## src/rtl/core/assert_macros.svh

```systemverilog
// ----------------------------------------------------------------------------
// assert_macros.svh
// Assertion macros shared by the decoder RTL. Each macro samples on the
// rising edge of clk and is disabled while rst_n is low.
// ----------------------------------------------------------------------------
`ifndef ASSERT_MACROS_SVH
`define ASSERT_MACROS_SVH

// The condition must hold at every clock edge.
`define ASSERT_ALWAYS(lbl, cond, msg) \
  lbl: assert property (@(posedge clk) disable iff (!rst_n) (cond)) else $error(msg);

// When the antecedent holds, the consequent must hold at the same edge.
`define ASSERT_IMPLY(lbl, ante, cons, msg) \
  lbl: assert property (@(posedge clk) disable iff (!rst_n) (ante) |-> (cons)) else $error(msg);

`endif

```

## src/rtl/core/nfd_pkg.sv

```systemverilog
// ----------------------------------------------------------------------------
// nfd_pkg
// Types and constants shared by the infrared frame decoder modules.
// ----------------------------------------------------------------------------
package nfd_pkg;

  localparam int unsigned DATA_W      = 32;
  localparam int unsigned CNT_W       = 6;
  localparam int unsigned BIT_IDX_W   = 5;
  localparam int unsigned CFG_IDX_W   = 3;

  // Pairs in a well-formed frame: one start pair and 32 data pairs.
  localparam logic [CNT_W-1:0] FRAME_PAIRS = CNT_W'(33);
  localparam logic [CNT_W-1:0] LAST_IDX    = CNT_W'(32);
  localparam logic [CNT_W-1:0] COUNTER_MAX = CNT_W'(63);

  // Configuration register indexes.
  localparam logic [CFG_IDX_W-1:0] CFG_START_LOW  = CFG_IDX_W'(0);
  localparam logic [CFG_IDX_W-1:0] CFG_START_HIGH = CFG_IDX_W'(1);
  localparam logic [CFG_IDX_W-1:0] CFG_ZERO_LOW   = CFG_IDX_W'(2);
  localparam logic [CFG_IDX_W-1:0] CFG_ZERO_HIGH  = CFG_IDX_W'(3);
  localparam logic [CFG_IDX_W-1:0] CFG_ONE_LOW    = CFG_IDX_W'(4);
  localparam logic [CFG_IDX_W-1:0] CFG_ONE_HIGH   = CFG_IDX_W'(5);
  localparam logic [CFG_IDX_W-1:0] CFG_TOLERANCE  = CFG_IDX_W'(6);

  localparam int unsigned TOL_RESET = 4;

  typedef enum logic [1:0] {
    ST_OK        = 2'd0,
    ST_BAD_START = 2'd1,
    ST_BAD_BIT   = 2'd2,
    ST_BAD_LEN   = 2'd3
  } status_t;

  // Template match results for the pair held in the input register.
  typedef struct packed {
    logic start_ok;
    logic zero_ok;
    logic one_ok;
  } match_flags_t;

  // Frame state made visible for checking.
  typedef struct packed {
    logic [CNT_W-1:0]  pair_cnt;
    status_t           err_code;
    logic [DATA_W-1:0] shift_word;
  } frame_state_t;

endpackage

```

## src/rtl/core/nfd_if.sv

```systemverilog
// ----------------------------------------------------------------------------
// nfd_if
// Valid/ready channel interfaces for pulse pairs, frame results and
// configuration writes.
// ----------------------------------------------------------------------------
interface nfd_in_if #(
  parameter int unsigned W = 16
);
  logic         valid;
  logic         ready;
  logic [W-1:0] low_time;
  logic [W-1:0] high_time;
  logic         frame_end;

  modport source (output valid, low_time, high_time, frame_end, input ready);
  modport sink   (input valid, low_time, high_time, frame_end, output ready);
endinterface

interface nfd_out_if;
  logic        valid;
  logic        ready;
  logic [1:0]  status;
  logic [31:0] data_word;

  modport source (output valid, status, data_word, input ready);
  modport sink   (input valid, status, data_word, output ready);
endinterface

interface nfd_cfg_if #(
  parameter int unsigned W = 16
);
  logic         valid;
  logic         ready;
  logic [2:0]   index;
  logic [W-1:0] data;

  modport source (output valid, index, data, input ready);
  modport sink   (input valid, index, data, output ready);
endinterface

```

## src/rtl/core/nfd_cfg_regs.sv

```systemverilog
// ----------------------------------------------------------------------------
// nfd_cfg_regs
// Template and tolerance registers, written one word at a time.
// ----------------------------------------------------------------------------
module nfd_cfg_regs #(
  parameter int unsigned W = 16
) (
  input  logic                        clk,
  input  logic                        rst_n,
  input  logic                        wr_en,
  input  logic [nfd_pkg::CFG_IDX_W-1:0] wr_index,
  input  logic [W-1:0]                wr_data,
  output logic [W-1:0]                start_low,
  output logic [W-1:0]                start_high,
  output logic [W-1:0]                zero_low,
  output logic [W-1:0]                zero_high,
  output logic [W-1:0]                one_low,
  output logic [W-1:0]                one_high,
  output logic [W-1:0]                tolerance
);
  import nfd_pkg::*;

  logic [W-1:0] start_low_r, start_high_r, zero_low_r, zero_high_r;
  logic [W-1:0] one_low_r, one_high_r, tol_r;

  always_ff @(posedge clk) begin
    if (!rst_n) begin
      start_low_r  <= '0;
      start_high_r <= '0;
      zero_low_r   <= '0;
      zero_high_r  <= '0;
      one_low_r    <= '0;
      one_high_r   <= '0;
      tol_r        <= W'(TOL_RESET);
    end else if (wr_en) begin
      case (wr_index)
        CFG_START_LOW:  start_low_r  <= wr_data;
        CFG_START_HIGH: start_high_r <= wr_data;
        CFG_ZERO_LOW:   zero_low_r   <= wr_data;
        CFG_ZERO_HIGH:  zero_high_r  <= wr_data;
        CFG_ONE_LOW:    one_low_r    <= wr_data;
        CFG_ONE_HIGH:   one_high_r   <= wr_data;
        CFG_TOLERANCE:  tol_r        <= wr_data;
        default: ;
      endcase
    end
  end

  assign start_low  = start_low_r;
  assign start_high = start_high_r;
  assign zero_low   = zero_low_r;
  assign zero_high  = zero_high_r;
  assign one_low    = one_low_r;
  assign one_high   = one_high_r;
  assign tolerance  = tol_r;

endmodule

```

## src/rtl/core/nfd_match.sv

```systemverilog
// ----------------------------------------------------------------------------
// nfd_match
// Compares a measured pulse pair with one template: both absolute
// differences must be strictly below the tolerance.
// ----------------------------------------------------------------------------
module nfd_match #(
  parameter int unsigned W = 16
) (
  input  logic [W-1:0] low_time,
  input  logic [W-1:0] high_time,
  input  logic [W-1:0] exp_low,
  input  logic [W-1:0] exp_high,
  input  logic [W-1:0] tolerance,
  output logic         hit
);
  logic [W-1:0] diff_low, diff_high;

  assign diff_low  = (low_time >= exp_low)   ? (low_time - exp_low)   : (exp_low - low_time);
  assign diff_high = (high_time >= exp_high) ? (high_time - exp_high) : (exp_high - high_time);
  assign hit       = (diff_low < tolerance) && (diff_high < tolerance);

endmodule

```

## src/rtl/core/nfd_frame_ctrl.sv

```systemverilog
// ----------------------------------------------------------------------------
// nfd_frame_ctrl
// Input register, frame state (pair counter, assembled word, first error)
// and result register.
// ----------------------------------------------------------------------------
module nfd_frame_ctrl #(
  parameter int unsigned W = 16
) (
  input  logic                        clk,
  input  logic                        rst_n,
  // pulse pair input
  input  logic                        in_valid,
  output logic                        in_ready,
  input  logic [W-1:0]                in_low_time,
  input  logic [W-1:0]                in_high_time,
  input  logic                        in_frame_end,
  // held pair towards the comparators, and their verdicts
  output logic [W-1:0]                pair_low,
  output logic [W-1:0]                pair_high,
  input  nfd_pkg::match_flags_t       flags,
  // result output
  output logic                        out_valid,
  input  logic                        out_ready,
  output nfd_pkg::status_t            out_status,
  output logic [nfd_pkg::DATA_W-1:0]  out_data_word,
  output nfd_pkg::frame_state_t       state_view
);
  import nfd_pkg::*;

  logic              in_v_r;
  logic [W-1:0]      low_r, high_r;
  logic              fe_r;
  logic              advance;

  logic [CNT_W-1:0]  cnt_r, cnt_nxt;
  logic [DATA_W-1:0] shift_r, shift_nxt;
  status_t           err_r, err_nxt;

  logic              out_v_r;
  status_t           status_r, status_nxt;
  logic [DATA_W-1:0] data_r, data_nxt;
  logic [BIT_IDX_W-1:0] bit_pos;

  // A pair leaves the input register unless it closes a frame and the
  // result register is still occupied.
  assign advance  = in_v_r && (!fe_r || !out_v_r || out_ready);
  assign in_ready = !in_v_r || advance;

  assign pair_low  = low_r;
  assign pair_high = high_r;

  always_comb begin
    cnt_nxt    = (cnt_r < COUNTER_MAX) ? cnt_r + CNT_W'(1) : cnt_r;
    shift_nxt  = shift_r;
    err_nxt    = err_r;
    bit_pos    = BIT_IDX_W'(cnt_r - CNT_W'(1));
    status_nxt = ST_OK;
    data_nxt   = '0;

    if (cnt_r == '0) begin
      if (err_r == ST_OK && !flags.start_ok) begin
        err_nxt = ST_BAD_START;
      end
    end else if (cnt_r < FRAME_PAIRS) begin
      if (err_r == ST_OK) begin
        if (flags.zero_ok) begin
          shift_nxt = shift_r;
        end else if (flags.one_ok) begin
          shift_nxt = shift_r | (DATA_W'(1) << bit_pos);
        end else begin
          err_nxt = ST_BAD_BIT;
        end
      end
    end

    if (cnt_r != LAST_IDX) begin
      status_nxt = ST_BAD_LEN;
    end else begin
      status_nxt = err_nxt;
    end
    data_nxt = (status_nxt == ST_OK) ? shift_nxt : '0;
  end

  always_ff @(posedge clk) begin
    if (!rst_n) begin
      in_v_r  <= 1'b0;
      cnt_r   <= '0;
      shift_r <= '0;
      err_r   <= ST_OK;
      out_v_r <= 1'b0;
    end else begin
      if (in_ready) begin
        in_v_r <= in_valid;
      end
      if (advance) begin
        if (fe_r) begin
          cnt_r   <= '0;
          shift_r <= '0;
          err_r   <= ST_OK;
        end else begin
          cnt_r   <= cnt_nxt;
          shift_r <= shift_nxt;
          err_r   <= err_nxt;
        end
      end
      if (advance && fe_r) begin
        out_v_r <= 1'b1;
      end else if (out_ready) begin
        out_v_r <= 1'b0;
      end
    end
  end

  always_ff @(posedge clk) begin
    if (in_ready && in_valid) begin
      low_r  <= in_low_time;
      high_r <= in_high_time;
      fe_r   <= in_frame_end;
    end
    if (advance && fe_r) begin
      status_r <= status_nxt;
      data_r   <= data_nxt;
    end
  end

  assign out_valid     = out_v_r;
  assign out_status    = status_r;
  assign out_data_word = data_r;

  assign state_view.pair_cnt   = cnt_r;
  assign state_view.err_code   = err_r;
  assign state_view.shift_word = shift_r;

endmodule

```

## src/rtl/core/nec_frame_decoder_unit.sv

```systemverilog
// ----------------------------------------------------------------------------
// nec_frame_decoder_unit
// Infrared frame decoder: checks measured pulse pairs against start, zero
// and one templates and assembles a 32-bit word per frame.
// ----------------------------------------------------------------------------
// Usage. Pulse pairs arrive on in_chan, one word per handshake, each with a
// low time, a high time and a frame_end flag on the last pair of a frame.
// The first pair of a frame must match the start template and the next 32
// must match the zero template or, failing that, the one template. When the
// pair carrying frame_end has been processed, one result word appears on
// out_chan with a status and the decoded word (first bit received in bit 0,
// zero unless the status is ok); the frame state then returns to empty.
// Pairs without frame_end produce no result.
// Templates and the tolerance are written through cfg_chan, which is always
// ready; write them only while no frame is in progress.
// The closing pair passes through the input register and then the result
// register before its result can be taken. One pair is accepted every cycle:
// an input register feeds one pass of comparators and state update into the
// result register. If the receiver stalls with a result pending, pairs that
// do not close a frame keep flowing; a closing pair waits in the input
// register, and in_chan.ready drops only then. Reset (rst_n low, synchronous)
// empties both registers, clears the frame state and restores the templates
// to zero and the tolerance to four.
// ----------------------------------------------------------------------------
`include "assert_macros.svh"

module nec_frame_decoder_unit #(
  parameter int unsigned PULSE_WIDTH_BITS = 16
) (
  input  logic   clk,
  input  logic   rst_n,
  nfd_in_if.sink     in_chan,
  nfd_out_if.source  out_chan,
  nfd_cfg_if.sink    cfg_chan
);
  import nfd_pkg::*;

  localparam int unsigned W = PULSE_WIDTH_BITS;

  logic [W-1:0] start_low, start_high, zero_low, zero_high;
  logic [W-1:0] one_low, one_high, tolerance;
  logic [W-1:0] pair_low, pair_high;
  match_flags_t flags;
  status_t      status;
  frame_state_t state_view;

  // The register file never stalls a write.
  assign cfg_chan.ready = 1'b1;

  nfd_cfg_regs #(.W(W)) u_cfg (
    .clk        (clk),
    .rst_n      (rst_n),
    .wr_en      (cfg_chan.valid),
    .wr_index   (cfg_chan.index),
    .wr_data    (cfg_chan.data),
    .start_low  (start_low),
    .start_high (start_high),
    .zero_low   (zero_low),
    .zero_high  (zero_high),
    .one_low    (one_low),
    .one_high   (one_high),
    .tolerance  (tolerance)
  );

  // Three comparators look at the held pair in parallel; the frame logic
  // decides which verdict applies from the pair count.
  nfd_match #(.W(W)) u_match_start (
    .low_time  (pair_low),
    .high_time (pair_high),
    .exp_low   (start_low),
    .exp_high  (start_high),
    .tolerance (tolerance),
    .hit       (flags.start_ok)
  );

  nfd_match #(.W(W)) u_match_zero (
    .low_time  (pair_low),
    .high_time (pair_high),
    .exp_low   (zero_low),
    .exp_high  (zero_high),
    .tolerance (tolerance),
    .hit       (flags.zero_ok)
  );

  nfd_match #(.W(W)) u_match_one (
    .low_time  (pair_low),
    .high_time (pair_high),
    .exp_low   (one_low),
    .exp_high  (one_high),
    .tolerance (tolerance),
    .hit       (flags.one_ok)
  );

  nfd_frame_ctrl #(.W(W)) u_ctrl (
    .clk           (clk),
    .rst_n         (rst_n),
    .in_valid      (in_chan.valid),
    .in_ready      (in_chan.ready),
    .in_low_time   (in_chan.low_time),
    .in_high_time  (in_chan.high_time),
    .in_frame_end  (in_chan.frame_end),
    .pair_low      (pair_low),
    .pair_high     (pair_high),
    .flags         (flags),
    .out_valid     (out_chan.valid),
    .out_ready     (out_chan.ready),
    .out_status    (status),
    .out_data_word (out_chan.data_word),
    .state_view    (state_view)
  );

  assign out_chan.status = status;

  // A failed frame never carries data.
  `ASSERT_IMPLY(a_no_data_on_fail, out_chan.valid && status != ST_OK, out_chan.data_word == '0, "data word not zero on a failed frame")

  // An error can only have been recorded after at least one pair was counted.
  `ASSERT_IMPLY(a_err_after_pair, state_view.err_code != ST_OK, state_view.pair_cnt != '0, "error recorded with an empty frame")

  // Data bits are set only by pairs after the start pair.
  `ASSERT_IMPLY(a_bits_after_start, state_view.shift_word != '0, state_view.pair_cnt >= CNT_W'(2), "data bit set before any data pair")

endmodule
```

## src/flat_wrapper.sv

```systemverilog
// flat-port wrapper written by rule: the top's interface ports become plain ports
module nec_frame_decoder_unit_flat import nfd_pkg::*;
#(
  parameter int unsigned PULSE_WIDTH_BITS = 16
)
  (clk, rst_n, in_chan_valid, in_chan_low_time, in_chan_high_time, in_chan_frame_end, in_chan_ready, out_chan_valid, out_chan_status, out_chan_data_word, out_chan_ready, cfg_chan_valid, cfg_chan_index, cfg_chan_data, cfg_chan_ready);
  nfd_in_if in_chan_i ();
  nfd_out_if out_chan_i ();
  nfd_cfg_if cfg_chan_i ();
  input  logic clk;
  input  logic rst_n;
  input wire logic [$bits(in_chan_i.valid)-1:0] in_chan_valid;
  input wire logic [$bits(in_chan_i.low_time)-1:0] in_chan_low_time;
  input wire logic [$bits(in_chan_i.high_time)-1:0] in_chan_high_time;
  input wire logic [$bits(in_chan_i.frame_end)-1:0] in_chan_frame_end;
  output wire logic [$bits(in_chan_i.ready)-1:0] in_chan_ready;
  output wire logic [$bits(out_chan_i.valid)-1:0] out_chan_valid;
  output wire logic [$bits(out_chan_i.status)-1:0] out_chan_status;
  output wire logic [$bits(out_chan_i.data_word)-1:0] out_chan_data_word;
  input wire logic [$bits(out_chan_i.ready)-1:0] out_chan_ready;
  input wire logic [$bits(cfg_chan_i.valid)-1:0] cfg_chan_valid;
  input wire logic [$bits(cfg_chan_i.index)-1:0] cfg_chan_index;
  input wire logic [$bits(cfg_chan_i.data)-1:0] cfg_chan_data;
  output wire logic [$bits(cfg_chan_i.ready)-1:0] cfg_chan_ready;
  assign in_chan_i.valid = in_chan_valid;
  assign in_chan_i.low_time = in_chan_low_time;
  assign in_chan_i.high_time = in_chan_high_time;
  assign in_chan_i.frame_end = in_chan_frame_end;
  assign in_chan_ready = in_chan_i.ready;
  assign out_chan_valid = out_chan_i.valid;
  assign out_chan_status = out_chan_i.status;
  assign out_chan_data_word = out_chan_i.data_word;
  assign out_chan_i.ready = out_chan_ready;
  assign cfg_chan_i.valid = cfg_chan_valid;
  assign cfg_chan_i.index = cfg_chan_index;
  assign cfg_chan_i.data = cfg_chan_data;
  assign cfg_chan_ready = cfg_chan_i.ready;
  nec_frame_decoder_unit #(.PULSE_WIDTH_BITS(PULSE_WIDTH_BITS)) u_core (.clk(clk), .rst_n(rst_n), .in_chan(in_chan_i), .out_chan(out_chan_i), .cfg_chan(cfg_chan_i));
endmodule
```

## config.mk

```make
export PLATFORM = sky130hd
export DESIGN_NAME = nec_frame_decoder_unit_flat
export DESIGN_NICKNAME = d
export VERILOG_FILES = /design/src/rtl/core/nfd_pkg.sv /design/src/rtl/core/nfd_if.sv /design/src/rtl/core/nfd_cfg_regs.sv /design/src/rtl/core/nfd_match.sv /design/src/rtl/core/nfd_frame_ctrl.sv /design/src/rtl/core/nec_frame_decoder_unit.sv /design/src/flat_wrapper.sv
export VERILOG_INCLUDE_DIRS = /design/src /design/src/rtl/core
export SDC_FILE = /design/constraint.sdc
export NUM_CORES = 1
export LEC_CHECK = 0
export ABC_AREA = 1
export BUFFER_PORTS_ARGS = -buffer_cell sky130_fd_sc_hd__buf_2
export CORE_ASPECT_RATIO = 1.4
export CORE_MARGIN = 2
export CORE_UTILIZATION = 50
export CTS_CLUSTER_DIAMETER = 30
export DETAILED_ROUTE_END_ITERATION = 10
export PLACE_DENSITY = 0.72
export SYNTH_ARGS = -nofsm -noshare
export SYNTH_HDL_FRONTEND = slang
export SYNTH_SLANG_ARGS = --single-unit
```

## constraint.sdc

```tcl
create_clock -name clk -period 4.5 [get_ports clk]
set_clock_uncertainty 0.15 [all_clocks]
set_input_delay 0.45 -clock clk [delete_from_list [all_inputs] [get_ports clk]]
set_output_delay 0.45 -clock clk [all_outputs]
set_load 0.02 [all_outputs]
```

==> load_flow_metrics.sql, run 1 <==
INSERT INTO impl_metrics (metric_group, metric, value, unit) VALUES
('power', 'comb_power_share', '26.7', '%'),
('place', 'dpl-instance-area', '21700', 'um^2'),
('worst_setup_path', 'worst_setup_path_type', 'reg2reg', ''),
('worst_setup_path', 'worst_setup_path_end_kind', 'register', ''),
('floorplanning', 'io_pins', '94', ''),
('timing', 'slew_viol_final', '0', ''),
('logic_synthesis', 'netlist_top_cells_area', 'sky130_fd_sc_hd__ha_1 17%, sky130_fd_sc_hd__dfxtp_1 15%, sky130_fd_sc_hd__nand2_1 13%', ''),
('power', 'power_per_standard_cell_area', '352', 'nW/um^2'),
('cells_and_area', 'final_util', '60.8', '%'),
('power', 'p_sw_share', '32.8', '%'),
('floorplanning', 'std_cell_rows', '87', ''),
('cells_and_area', 'area_delta_synth_final', '19.9', '%'),
('worst_setup_path', 'r2r_cells', '22', ''),
('grt', 'initial_antenna_violation_count', '6', ''),
('power', 'p_int', '5.80', 'mW'),
('place', 'dp.final_hpwl', '56600', 'um'),
('logic_synthesis', 'syn_avg_cell_area', '6.74', 'um^2'),
('worst_setup_path', 'rr_endpoint', 'u_core.u_ctrl.out_data_word[23]$_SDFFCE_PP0P_', ''),
('floorplanning', 'die_height', '243', 'um'),
('power', 'net-switching-power', '2.84', 'mW'),
('floorplanning', 'start_util', '50.7', '%'),
('cts', 'cts_made_buffers', '53', ''),
('grt', 'gr-usage-met1', '36.9', '%'),
('grt', 'gr-usage-all-layers', '33.7', '%'),
('cts', 'clk-insertion-delay-late', '600', 'ps'),
('power', 'power_frac_clock', '48.0', '%'),
('cells_and_area', 'layout_cells_sized_above_1', '13.5', '%'),
('timing', 'worst-slew-pin-transition', '1230', 'ps'),
('timing', 'post-route-min-period', '4290', 'ps'),
('routing', 'count_of_vias_placed_by_the_detailed_router', '20699', ''),
('timing', 'fin_setup_tns', '0', 'ps'),
('cts', 'cts_clk_pin_slew_worst_paths', '50', 'ps'),
('cells_and_area', 'stdcell_count', '3820', ''),
('logic_synthesis', 'synthDistinctLibCells', '53', ''),
('worst_setup_path', 'r2r_start', 'u_core.u_ctrl.pair_high[13]$_DFFE_PP_', ''),
('cells_and_area', 'fin_area', '24600', 'um^2'),
('routing', 'firstDrtPassIters', '5', ''),
('place', 'post-place-cells', '3643', ''),
('grt', 'globalRoute.totalOverflow', '0', ''),
('timing', 'finalHoldViolCount', '0', ''),
('grt', 'grt.busiest_layer', 'met2', ''),
('cts', 'cts_num_sinks', '221', ''),
('cts', 'clock_path_buffers', '3', ''),
('logic_synthesis', 'yosysWarnings', '0', ''),
('worst_setup_path', 'timing.critical_path.from_type', 'register', ''),
('routing', 'drt.antenna.violating_nets', '0', ''),
('logic_synthesis', 'synth_area', '20500', 'um^2'),
('logic_synthesis', 'post_synth_inst_count', '3039', ''),
('routing', 'remaining_drc_errors', '0', ''),
('worst_setup_path', 'crit_path_max_fanout', '9', ''),
('floorplanning', 'core_area', '40400', 'um^2'),
('routing', 'first_iter_violations', '1399', ''),
('place', 'port_buffers', '92', ''),
('timing', 'timing.final.crit_share', '95.3', '%'),
('timing', 'setup-violations-final', '0', ''),
('cells_and_area', 'nNetsFinal', '3588', ''),
('routing', 'route.detailed.wl_per_inst', '19.3', 'um'),
('worst_setup_path', 'crit_end', 'u_core.u_ctrl.out_data_word[23]$_SDFFCE_PP0P_', ''),
('worst_setup_path', 'cp-startpoint', 'u_core.u_ctrl.pair_high[13]$_DFFE_PP_', ''),
('power', 'seq_power_share', '25.3', '%'),
('timing', 'achievable-frequency', '233', 'MHz'),
('cts', 'tritoncts', 'yes', ''),
('routing', 'vias_per_cell', '5.42', ''),
('worst_hold_path', 'type_of_the_tightest_min_delay_check', 'in2reg', ''),
('status', 'run_status', 'finished clean', ''),
('logic_synthesis', 'ys_seq_area_share', '24.9', '%'),
('grt', 'vias_in_the_first_global_route', '20570', ''),
('logic_synthesis', 'synth_fp_nets', '3389', ''),
('power', 'p_leak', '11.7', 'nW'),
('worst_setup_path', 'worst_ep_arrival_time', '4490', 'ps'),
('cts', 'ctsHtreeMaxLevel', '2', '');
layout by cell type, fill, tap and decap left out, types with 14 or more instances in the layout:
| cell type | n |
|---|---|
| sky130_fd_sc_hd__a21o_1 | 19 |
| sky130_fd_sc_hd__a21oi_1 | 317 |
| sky130_fd_sc_hd__buf_2 | 92 |
| sky130_fd_sc_hd__buf_4 | 95 |
| sky130_fd_sc_hd__clkbuf_16 | 54 |
| sky130_fd_sc_hd__dfxtp_1 | 154 |
| sky130_fd_sc_hd__dlygate4sd3_1 | 34 |
| sky130_fd_sc_hd__edfxtp_1 | 67 |
| sky130_fd_sc_hd__ha_1 | 260 |
| sky130_fd_sc_hd__ha_2 | 14 |
| sky130_fd_sc_hd__inv_1 | 431 |
| sky130_fd_sc_hd__inv_2 | 23 |
| sky130_fd_sc_hd__nand2_1 | 711 |
| sky130_fd_sc_hd__nand2_2 | 19 |
| sky130_fd_sc_hd__nand3_1 | 76 |
| sky130_fd_sc_hd__nor2_1 | 299 |
| sky130_fd_sc_hd__nor2_2 | 38 |
| sky130_fd_sc_hd__o21ai_0 | 278 |
| sky130_fd_sc_hd__o21bai_1 | 27 |
| sky130_fd_sc_hd__xor2_1 | 67 |
critical path, stage by stage, from the launching register on:
cell                       delay (ps)
sky130_fd_sc_hd__edfxtp_1         540
sky130_fd_sc_hd__buf_4            220
sky130_fd_sc_hd__ha_1             320
sky130_fd_sc_hd__a21oi_1          200
sky130_fd_sc_hd__o21ai_0          130
sky130_fd_sc_hd__a21oi_1          230
sky130_fd_sc_hd__nand3_4          160
sky130_fd_sc_hd__buf_4            200
sky130_fd_sc_hd__o21ai_0          300
sky130_fd_sc_hd__inv_1             90
sky130_fd_sc_hd__ha_1             280
sky130_fd_sc_hd__nand2_1           60
sky130_fd_sc_hd__inv_1             30
sky130_fd_sc_hd__nand2_1           50
sky130_fd_sc_hd__nand2_1           50
sky130_fd_sc_hd__nand2_1           50
sky130_fd_sc_hd__nand2_1           70
sky130_fd_sc_hd__nand2_1          110
sky130_fd_sc_hd__nand3_4          230
sky130_fd_sc_hd__nand3_4          270
sky130_fd_sc_hd__nor2_2            70
sky130_fd_sc_hd__nor2_2           170
sky130_fd_sc_hd__nor2_2            50
worst min path at each step:
stage | startpoint | depth (start not counted) | endpoint
finish | out_chan_ready | 4 | u_core.u_ctrl.in_v_r$_SDFFE_PN0N_
global route | out_chan_ready | 4 | u_core.u_ctrl.in_v_r$_SDFFE_PN0N_
CTS | out_chan_ready | 4 | u_core.u_ctrl.in_v_r$_SDFFE_PN0N_
detailed placement | u_core.u_cfg.one_low[15]$_SDFFE_PN0P_ | 2 | u_core.u_cfg.one_low[15]$_SDFFE_PN0P_
global placement | u_core.u_cfg.one_high[15]$_SDFFE_PN0P_ | 2 | u_core.u_cfg.one_high[15]$_SDFFE_PN0P_
floorplan | u_core.u_cfg.one_high[15]$_SDFFE_PN0P_ | 2 | u_core.u_cfg.one_high[15]$_SDFFE_PN0P_
Yosys cell counts, drive strengths merged:
library cell  number
nand2            730
inv              458
nor2             339
a21oi            328
o21ai            294
ha               281
dfxtp            154
nand3             88
xor2              68
edfxtp            67
buf               46
clkbuf            39
o21bai            28
a21o              19
nor3              19
nand4             14
fa                12
o211ai             9
xnor2              9
o21a               6
a211oi             5
nand3b             5
nor4               5
or2                4
mux2i              3
a21boi             2
and3               2
a22oi              1
a31o               1
a31oi              1
conb               1
nor3b              1
state kept, by name, indices dropped and copies added (netlist names), 2 cells and up:
signal                       cells
u_core.u_ctrl.err_r              2
u_core.u_cfg.start_low          16
u_core.u_cfg.one_low            16
u_core.u_ctrl.pair_high         16
u_core.u_ctrl.shift_r           32
u_core.u_cfg.zero_high          16
u_core.u_cfg.start_high         16
u_core.u_ctrl.cnt_r              6
u_core.u_cfg.zero_low           16
u_core.u_ctrl.pair_low          16
u_core.u_ctrl.out_status         2
u_core.u_ctrl.out_data_word     32
u_core.u_cfg.tolerance          16
u_core.u_cfg.one_high           16
metrics by stage:
step / hold slack [ps] / power (mW) / worst slack (ps)
floorplan: 283 / 3.72 / 706
global placement: 300 / 4.33 / 149
detailed placement: 301 / 4.37 / 29.5
CTS: 73.6 / 8.55 / 25.0
global route: 122 / 9.05 / -5.18
finish: 101 / 8.64 / 213
layer usage:
metal / vias up / routed length (um)
li1: 10231 / -
met1: 9536 / 28000
met2: 708 / 36600
met3: 224 / 4290
met4: 0 / 4610
met5: - / 0
cell families (layout without fill, tap and decap cells):
family | Yosys count | in the layout | share of synthesized area (%)
and+or+nand+nor | 1207 | 1209 | 24.6
other | 1 | 4 | 0.0183
DFF | 221 | 221 | 24.9
adders and majority gates | 293 | 293 | 18.3
muxes | 3 | 3 | 0.147
buffers and inverters | 543 | 785 | 10.7
xor gates and xnor gates | 77 | 77 | 3.33
AOI/OAI and AO/OA | 694 | 694 | 18.1
repair_timing:
action / in CTS / in global routing
setup endpoints to repair: 0 / 65
endpoints found under the hold margin: 34 / 0
hold buffers: 34 / 0
resized for setup: 0 / 92
buffers inserted: 0 / 38
cell type report:
cell class,count,area (um^2),share of cell area [%]
inverters,458,1740,7.07
clock inverters,35,482,1.96
diodes,3,7.51,0.0306
multi-input cells,2277,13500,55.0
well taps,534,668,2.72
repair buffers,227,1620,6.60
clock buffers,65,1440,5.88
flip-flops and latches,221,5090,20.8
power by group through the flow:
stage	logic (mW)	registers, mW	clock network (mW)
after floorplan	1.51	2.21	0
after global placement	2.11	2.22	0
after detailed placement	2.15	2.22	0
after CTS	2.19	2.19	4.17
after global routing	2.59	2.19	4.27
final	2.31	2.18	4.14
Note: power is estimated with default switching activity, not from simulation.
==> inputs of run 2 (changes only) <==
--- a/config.mk
+++ b/config.mk
@@ -10,10 +10,10 @@
 export BUFFER_PORTS_ARGS = -buffer_cell sky130_fd_sc_hd__buf_2
 export CORE_ASPECT_RATIO = 1.4
 export CORE_MARGIN = 2
-export CORE_UTILIZATION = 50
+export CORE_UTILIZATION = 30
 export CTS_CLUSTER_DIAMETER = 30
 export DETAILED_ROUTE_END_ITERATION = 10
-export PLACE_DENSITY = 0.72
+export PLACE_DENSITY = 0.5
 export SYNTH_ARGS = -nofsm -noshare
 export SYNTH_HDL_FRONTEND = slang
 export SYNTH_SLANG_ARGS = --single-unit
==> load_flow_metrics.sql, run 2 (same netlist as run 1, synthesis figures left out) <==
INSERT INTO impl_metrics (metric_group, metric, value, unit) VALUES
('status', 'run_status', 'finished clean', ''),
('grt', 'grt_first_pass_wirelength', '115000', 'um'),
('cells_and_area', 'nNetsFinal', '3661', ''),
('timing', 'post-route-min-period', '4260', 'ps'),
('worst_setup_path', 'crit_path_max_fanout', '17', ''),
('floorplanning', 'die_width', '225', 'um'),
('timing', 'timing.final.crit_share', '94.6', '%'),
('grt', 'initial_antenna_violation_count', '3', ''),
('routing', 'finalWirelength', '76700', 'um'),
('power', 'vdd_ir_drop_max', '379', 'uV'),
('flow_run', 'cap_viol_max_count', '0', ''),
('routing', 'vias_per_cell', '4.78', ''),
('grt', 'grt_start_max_net_pins', '115', ''),
('cells_and_area', 'area_delta_synth_final', '24.7', '%'),
('timing', 'fin_setup_tns', '0', 'ps'),
('cts', 'clock_path_buffers', '3', ''),
('timing', 'worst-slew-pin-transition', '933', 'ps'),
('timing', 'slew-limit-headroom', '37.7', '%'),
('cts', 'cts_clk_pin_slew_worst_paths', '50', 'ps'),
('power', 'power_per_standard_cell_area', '362', 'nW/um^2'),
('worst_setup_path', 'critical-path-slowest-cell', 'sky130_fd_sc_hd__edfxtp_1', ''),
('timing', 'slew_viol_final', '0', ''),
('routing', 'route.detailed.wl_per_inst', '18.2', 'um'),
('worst_setup_path', 'timing.critical_path.depth', '23', ''),
('cts', 'clk-insertion-delay-late', '580', 'ps'),
('floorplanning', 'die-area', '70400', 'um^2'),
('worst_setup_path', 'worst_path_cell_chain', 'ha_1 > nand2_1 > nor2_1 > nand3_1 > nor2_1 > nand2_1 > nand3_4 > buf_4 > nand2_1 > nand2_1 > nand2_1 > nand2_1 > inv_1 > ha_1 > nand2_1 > nor3_1 > nand2_1 > nand3_4 > buf_12 > nand3_2 > nand4_4 > buf_12 > nor2_1', ''),
('cts', 'cts_root_buf', 'sky130_fd_sc_hd__clkbuf_16', ''),
('worst_setup_path', 'delay_of_the_slowest_cell_on_the_worst_path', '520', 'ps'),
('floorplanning', 'core_area', '67700', 'um^2'),
('routing', 'firstDrtPassIters', '7', ''),
('worst_hold_path', 'worst_hold_path.num_cells', '3', ''),
('timing', 'achievable-frequency', '235', 'MHz'),
('worst_setup_path', 'critPathTopFamily', 'simple AND/OR/NAND/NOR gates', ''),
('worst_setup_path', 'worst_setup_path_end_kind', 'register', ''),
('floorplanning', 'start_util', '30.2', '%'),
('grt', 'vias_in_the_first_global_route', '20328', ''),
('cells_and_area', 'final_common_cell', 'sky130_fd_sc_hd__nand2_1', ''),
('timing', 'finalHoldViolCount', '0', ''),
('worst_setup_path', 'r2r_cells', '23', ''),
('worst_setup_path', 'timing.critical_path.from_type', 'register', ''),
('floorplanning', 'die_height', '313', 'um'),
('place', 'dp.final_hpwl', '60100', 'um'),
('routing', 'first_iter_violations', '1028', ''),
('floorplanning', 'io_pins', '94', ''),
('worst_setup_path', 'worst_setup_path_type', 'reg2reg', ''),
('cells_and_area', 'fin_area', '25500', 'um^2'),
('cts', 'tritoncts', 'yes', ''),
('power', 'p_leak', '12.2', 'nW'),
('routing', 'count_of_vias_placed_by_the_detailed_router', '20211', ''),
('worst_setup_path', 'worst-endpoint-required', '4670', 'ps'),
('worst_hold_path', 'type_of_the_tightest_min_delay_check', 'in2reg', ''),
('place', 'dpl-instance-area', '22800', 'um^2'),
('cts', 'ctsHtreeMaxLevel', '3', ''),
('grt', 'gr-usage-all-layers', '21.5', '%'),
('cells_and_area', 'layout_common_cells', '712 x sky130_fd_sc_hd__nand2_1, 437 x sky130_fd_sc_hd__inv_1, 321 x sky130_fd_sc_hd__a21oi_1', ''),
('timing', 'setup-violations-final', '0', ''),
('cts', 'cts_num_sinks', '221', ''),
('place', 'gpl.final_weighted_congestion', '0.959', ''),
('routing', 'remaining_drc_errors', '0', ''),
('worst_setup_path', 'critical_path.most_common_cell', 'sky130_fd_sc_hd__nand2_1', ''),
('floorplanning', 'std_cell_rows', '113', ''),
('routing', 'drt.antenna.violating_nets', '0', ''),
('place', 'port_buffers', '92', ''),
('cells_and_area', 'layout_cells_sized_above_1', '14.0', '%'),
('grt', 'globalRoute.totalOverflow', '0', ''),
('worst_setup_path', 'worst_ep_arrival_time', '4430', 'ps'),
('worst_setup_path', 'crit_buf_inv', '4', ''),
('cts', 'cts_made_buffers', '66', '');
## run 2: layer usage
| metal | GRT usage [%] | share of wire, % | vias to the layer above |
|---|---|---|---|
| li1 | - | - | 10375 |
| met1 | 22.5 | 39 | 9189 |
| met2 | 39.1 | 50 | 462 |
| met3 | 3.47 | 3.9 | 185 |
| met4 | 15.0 | 7.7 | 0 |
| met5 | 0 | 0 | - |
## run 2: worst reg2reg max path, delay by kind of cell, from the launching register on
family	cells	cell delay, ps
and+or+nand+nor	17	2090
adders and majority gates	2	710
buffers and inverters	4	540
DFF	1	520
## run 2: area by class of cell
| class | instances | area [um^2] |
|---|---|---|
| well taps | 862 | 1080 |
| flip-flops and latches | 221 | 5090 |
| fillers | 7271 | 42200 |
| repair buffers | 287 | 2080 |
| inverters | 458 | 1730 |
| diodes | 1 | 2.50 |
| clock inverters | 25 | 275 |
| clock buffers | 96 | 2000 |
| multi-input cells | 2277 | 13300 |
## run 2: where the power goes
group / internal [mW] / switching, mW
Clock: 3.34 / 1.40
Sequential: 2.13 / 0.0522
Combinational: 0.870 / 1.46
Total: 6.33 / 2.91
## run 2: through the flow
| stage | std cells | hold slack [ps] | total power [mW] | setup WS [ps] | util (%) |
|---|---|---|---|---|---|
| floorplan | 3039 | 283 | 3.72 | 706 | - |
| global placement | 4069 | 298 | 4.48 | 123 | 33.7 |
| detailed placement | 4069 | 306 | 4.48 | 105 | 33.7 |
| CTS | 4223 | 0.672 | 9.29 | 78.3 | 37.6 |
| global route | 4226 | 17.5 | 9.75 | -8.66 | 37.7 |
| finish | 4227 | 26.6 | 9.24 | 241 | 37.7 |
## run 2: path summary, 6_finish.rpt
| path | start | endpoint | slack (ps) |
|---|---|---|---|
| worst min register to register | u_core.u_cfg.one_high[15]$_SDFFE_PN0P_ | u_core.u_cfg.one_high[15]$_SDFFE_PN0P_ | 310 |
| worst min-delay path | in_chan_valid | u_core.u_ctrl.in_v_r$_SDFFE_PN0N_ | 30 |
| worst max-delay path | u_core.u_ctrl.pair_high[6]$_DFFE_PP_ | u_core.u_ctrl.out_data_word[19]$_SDFFCE_PP0P_ | 240 |
| worst max register to register | u_core.u_ctrl.pair_high[6]$_DFFE_PP_ | u_core.u_ctrl.out_data_word[19]$_SDFFCE_PP0P_ | 240 |
## run 2: what timing repair did
action                                  CTS  global route
endpoints found under the setup margin    0            65
setup buffers                             0             1
hold endpoints to repair                 33             0
hold buffers                             33             0
gates resized for setup                   0            25
==> inputs of run 3 (changes only) <==
--- a/config.mk
+++ b/config.mk
@@ -7,13 +7,14 @@
 export NUM_CORES = 1
 export LEC_CHECK = 0
 export ABC_AREA = 1
-export BUFFER_PORTS_ARGS = -buffer_cell sky130_fd_sc_hd__buf_2
 export CORE_ASPECT_RATIO = 1.4
 export CORE_MARGIN = 2
 export CORE_UTILIZATION = 30
+export CTS_BUF_LIST = sky130_fd_sc_hd__clkbuf_4 sky130_fd_sc_hd__clkbuf_8
 export CTS_CLUSTER_DIAMETER = 30
 export DETAILED_ROUTE_END_ITERATION = 10
-export PLACE_DENSITY = 0.5
+export DONT_BUFFER_PORTS = 1
+export PLACE_DENSITY = 0.49
 export SYNTH_ARGS = -nofsm -noshare
 export SYNTH_HDL_FRONTEND = slang
 export SYNTH_SLANG_ARGS = --single-unit
==> constraint.sdc (replaced) <==
create_clock -name clk -period 4.6 [get_ports clk]
set_clock_uncertainty 0.15 [all_clocks]
set_input_delay 0.46 -clock clk [delete_from_list [all_inputs] [get_ports clk]]
set_output_delay 0.46 -clock clk [all_outputs]
set_load 0.02 [all_outputs]
==> load_flow_metrics.sql, run 3 (same netlist as run 1, synthesis figures left out) <==
INSERT INTO impl_metrics (metric_group, metric, value, unit) VALUES
('timing', 'finalHoldViolCount', '0', ''),
('worst_hold_path', 'min-delay-start', 'out_chan_ready', ''),
('cells_and_area', 'nNetsFinal', '3568', ''),
('cts', 'cts_clk_pin_slew_worst_paths', '60', 'ps'),
('grt', 'globalRoute.totalOverflow', '0', ''),
('worst_setup_path', 'worst_ep_arrival_time', '4700', 'ps'),
('timing', 'post-route-min-period', '4380', 'ps'),
('routing', 'route.detailed.wl_per_inst', '18.9', 'um'),
('cells_and_area', 'area_delta_synth_final', '19.5', '%'),
('flow_run', 'cap_viol_max_count', '0', ''),
('worst_setup_path', 'r2r_cells', '29', ''),
('worst_setup_path', 'timing.critical_path.from_type', 'register', ''),
('timing', 'slew_viol_final', '0', ''),
('cts', 'clock_path_buffers', '3', ''),
('cells_and_area', 'layout_common_cells', '712 x sky130_fd_sc_hd__nand2_1, 437 x sky130_fd_sc_hd__inv_1, 320 x sky130_fd_sc_hd__a21oi_1', ''),
('cells_and_area', 'fillCellCount', '7426', ''),
('worst_hold_path', 'worstHoldEndpoint', 'u_core.u_ctrl.in_v_r$_SDFFE_PN0N_', ''),
('timing', 'worst-slew-pin-transition', '1090', 'ps'),
('power', 'p_leak', '11.5', 'nW'),
('timing', 'timing.hold.ws', '109', 'ps'),
('timing', 'timing.final.crit_share', '95.1', '%'),
('floorplanning', 'die_height', '313', 'um'),
('power', 'power_per_standard_cell_area', '319', 'nW/um^2'),
('routing', 'count_of_vias_placed_by_the_detailed_router', '20117', ''),
('cts', 'clk-insertion-delay-late', '650', 'ps'),
('routing', 'firstDrtPassIters', '8', ''),
('grt', 'vias_in_the_first_global_route', '20181', ''),
('floorplanning', 'die-area', '70400', 'um^2'),
('worst_setup_path', 'ff2ff_setup_slack', '220', 'ps'),
('grt', 'grt_start_max_net_pins', '115', ''),
('worst_setup_path', 'crit_path_max_fanout', '16', ''),
('worst_setup_path', 'critical-path-slowest-cell', 'sky130_fd_sc_hd__edfxtp_1', ''),
('cells_and_area', 'final_common_cell', 'sky130_fd_sc_hd__nand2_1', ''),
('routing', 'finalWirelength', '78400', 'um'),
('worst_setup_path', 'worst_setup_path_type', 'reg2reg', ''),
('cells_and_area', 'layout_cells_sized_above_1', '11.4', '%'),
('cts', 'tritoncts', 'yes', ''),
('cells_and_area', 'area_used_by_multi_input_combinational_logic', '13300', 'um^2'),
('routing', 'remaining_drc_errors', '0', ''),
('worst_setup_path', 'worst_setup_path_end_kind', 'register', ''),
('floorplanning', 'std_cell_rows', '113', ''),
('place', 'dp.final_hpwl', '60600', 'um'),
('worst_setup_path', 'delay_of_the_slowest_cell_on_the_worst_path', '510', 'ps'),
('timing', 'achievable-frequency', '229', 'MHz'),
('timing', 'postLayoutSetupSlackWorst', '225', 'ps'),
('floorplanning', 'die_width', '225', 'um'),
('worst_setup_path', 'rr_endpoint', 'u_core.u_ctrl.out_data_word[13]$_SDFFCE_PP0P_', ''),
('timing', 'fin_setup_tns', '0', 'ps'),
('timing', 'slew-limit-headroom', '27.1', '%'),
('worst_setup_path', 'worst-endpoint-required', '4930', 'ps'),
('place', 'port_buffers', '0', ''),
('cts', 'cts_root_buf', 'sky130_fd_sc_hd__clkbuf_8', ''),
('worst_hold_path', 'type_of_the_tightest_min_delay_check', 'in2reg', ''),
('status', 'run_status', 'finished clean', ''),
('cts', 'ctsHtreeMaxLevel', '3', ''),
('cells_and_area', 'sequential_cell_area', '5090', 'um^2'),
('place', 'pre_cts_slack', '117', 'ps'),
('floorplanning', 'start_util', '30.2', '%'),
('power', 'vdd_ir_drop_max', '246', 'uV'),
('worst_setup_path', 'critical_path.most_common_cell', 'sky130_fd_sc_hd__nand2_1', ''),
('routing', 'first_iter_violations', '1082', ''),
('place', 'gpl.final_weighted_congestion', '0.963', ''),
('cts', 'cts_num_sinks', '221', ''),
('timing', 'grt_setup_unrepaired', 'false', ''),
('grt', 'gr-usage-all-layers', '22.0', '%'),
('worst_setup_path', 'r2r_start', 'u_core.u_ctrl.pair_low[2]$_DFFE_PP_', ''),
('routing', 'drt.antenna.violating_nets', '0', ''),
('routing', 'vias_per_cell', '4.85', ''),
('grt', 'initial_antenna_violation_count', '12', ''),
('floorplanning', 'core_area', '67700', 'um^2'),
('floorplanning', 'io_pins', '94', ''),
('worst_hold_path', 'worst_hold_path.num_cells', '3', ''),
('timing', 'setup-violations-final', '0', ''),
('cts', 'cts_made_buffers', '70', ''),
('grt', 'grt_first_pass_wirelength', '117000', 'um');
run 3: cell types whose count changed in the layout (fill, tap and decap cells not counted), moves of 3 or more:
cell,change
sky130_fd_sc_hd__clkbuf_8,+70
sky130_fd_sc_hd__buf_12,-3
sky130_fd_sc_hd__nor2_2,-4
sky130_fd_sc_hd__clkinvlp_4,+3
sky130_fd_sc_hd__clkbuf_1,-12
sky130_fd_sc_hd__nor2_1,+4
sky130_fd_sc_hd__bufinv_16,+3
sky130_fd_sc_hd__dlygate4sd3_1,+20
sky130_fd_sc_hd__buf_4,-23
sky130_fd_sc_hd__buf_2,-92
sky130_fd_sc_hd__clkbuf_16,-71
sky130_fd_sc_hd__diode_2,+5
sky130_fd_sc_hd__clkbuf_4,+14
run 3: final cells by class:
type / count / share of cell area (%)
inverters: 458 / 7.08
clock inverters: 33 / 1.61
multi-input cells: 2277 / 54.3
diodes: 6 / 0.0614
flip-flops and latches: 221 / 20.8
clock buffers: 97 / 5.10
repair buffers: 190 / 6.61
well taps: 862 / 4.41
run 3: worst max path at each step:
stage | from | endpoint | depth (start not counted)
detailed placement | u_core.u_ctrl.pair_high[0]$_DFFE_PP_ | u_core.u_ctrl.out_data_word[13]$_SDFFCE_PP0P_ | 29
CTS | u_core.u_ctrl.pair_high[0]$_DFFE_PP_ | u_core.u_ctrl.out_data_word[13]$_SDFFCE_PP0P_ | 29
global placement | u_core.u_ctrl.pair_low[0]$_DFFE_PP_ | u_core.u_ctrl.out_data_word[30]$_SDFFCE_PP0P_ | 25
finish | u_core.u_ctrl.pair_low[2]$_DFFE_PP_ | u_core.u_ctrl.out_data_word[13]$_SDFFCE_PP0P_ | 29
global route | u_core.u_ctrl.pair_low[2]$_DFFE_PP_ | u_core.u_ctrl.out_data_word[12]$_SDFFCE_PP0P_ | 29
floorplan | u_core.u_ctrl.pair_high[0]$_DFFE_PP_ | u_core.u_ctrl.out_data_word[24]$_SDFFCE_PP0P_ | 30
run 3: what timing repair did:
item / 4_1_cts / 5_1_grt
setup endpoints to repair: 0 / 65
hold buffers: 54 / 0
gates resized for setup: 0 / 23
endpoints found under the hold margin: 152 / 0
buffers inserted: 0 / 6
run 3: through the flow:
stage | utilization (%) | std cells | instance area [um^2] | power [mW]
floorplan | - | 3039 | 20500 | 3.64
global placement | 32.6 | 3946 | 22100 | 4.28
detailed placement | 32.6 | 3946 | 22100 | 4.27
CTS | 35.9 | 4130 | 24300 | 7.84
global route | 36.1 | 4141 | 24500 | 8.27
finish | 36.1 | 4144 | 24500 | 7.80
run 3: report_power, final:
part	leakage (nW)	switching, mW	internal (mW)	total (mW)
registers	1.87	0.0612	2.08	2.14
clock network	0.830	1.21	2.21	3.42
logic	8.81	1.42	0.824	2.24
run 3: per-layer routing:
metal | track usage (%) | wire [um] | vias to the layer above
li1 | - | - | 10195
met1 | 22.2 | 28900 | 9237
met2 | 40.9 | 39900 | 479
met3 | 3.68 | 3700 | 202
met4 | 15.2 | 5920 | 4
met5 | 0 | 27 | -
run 3: critical path, delay by kind of cell, from the launching register on:
kind                     cells  cell delay [ps]
adder cells (fa/ha/maj)      2              550
AND/OR/NAND/NOR             18             1820
buffers and inverters        7              870
flip-flops                   1              510
AO/OA/AOI/OAI                2              270
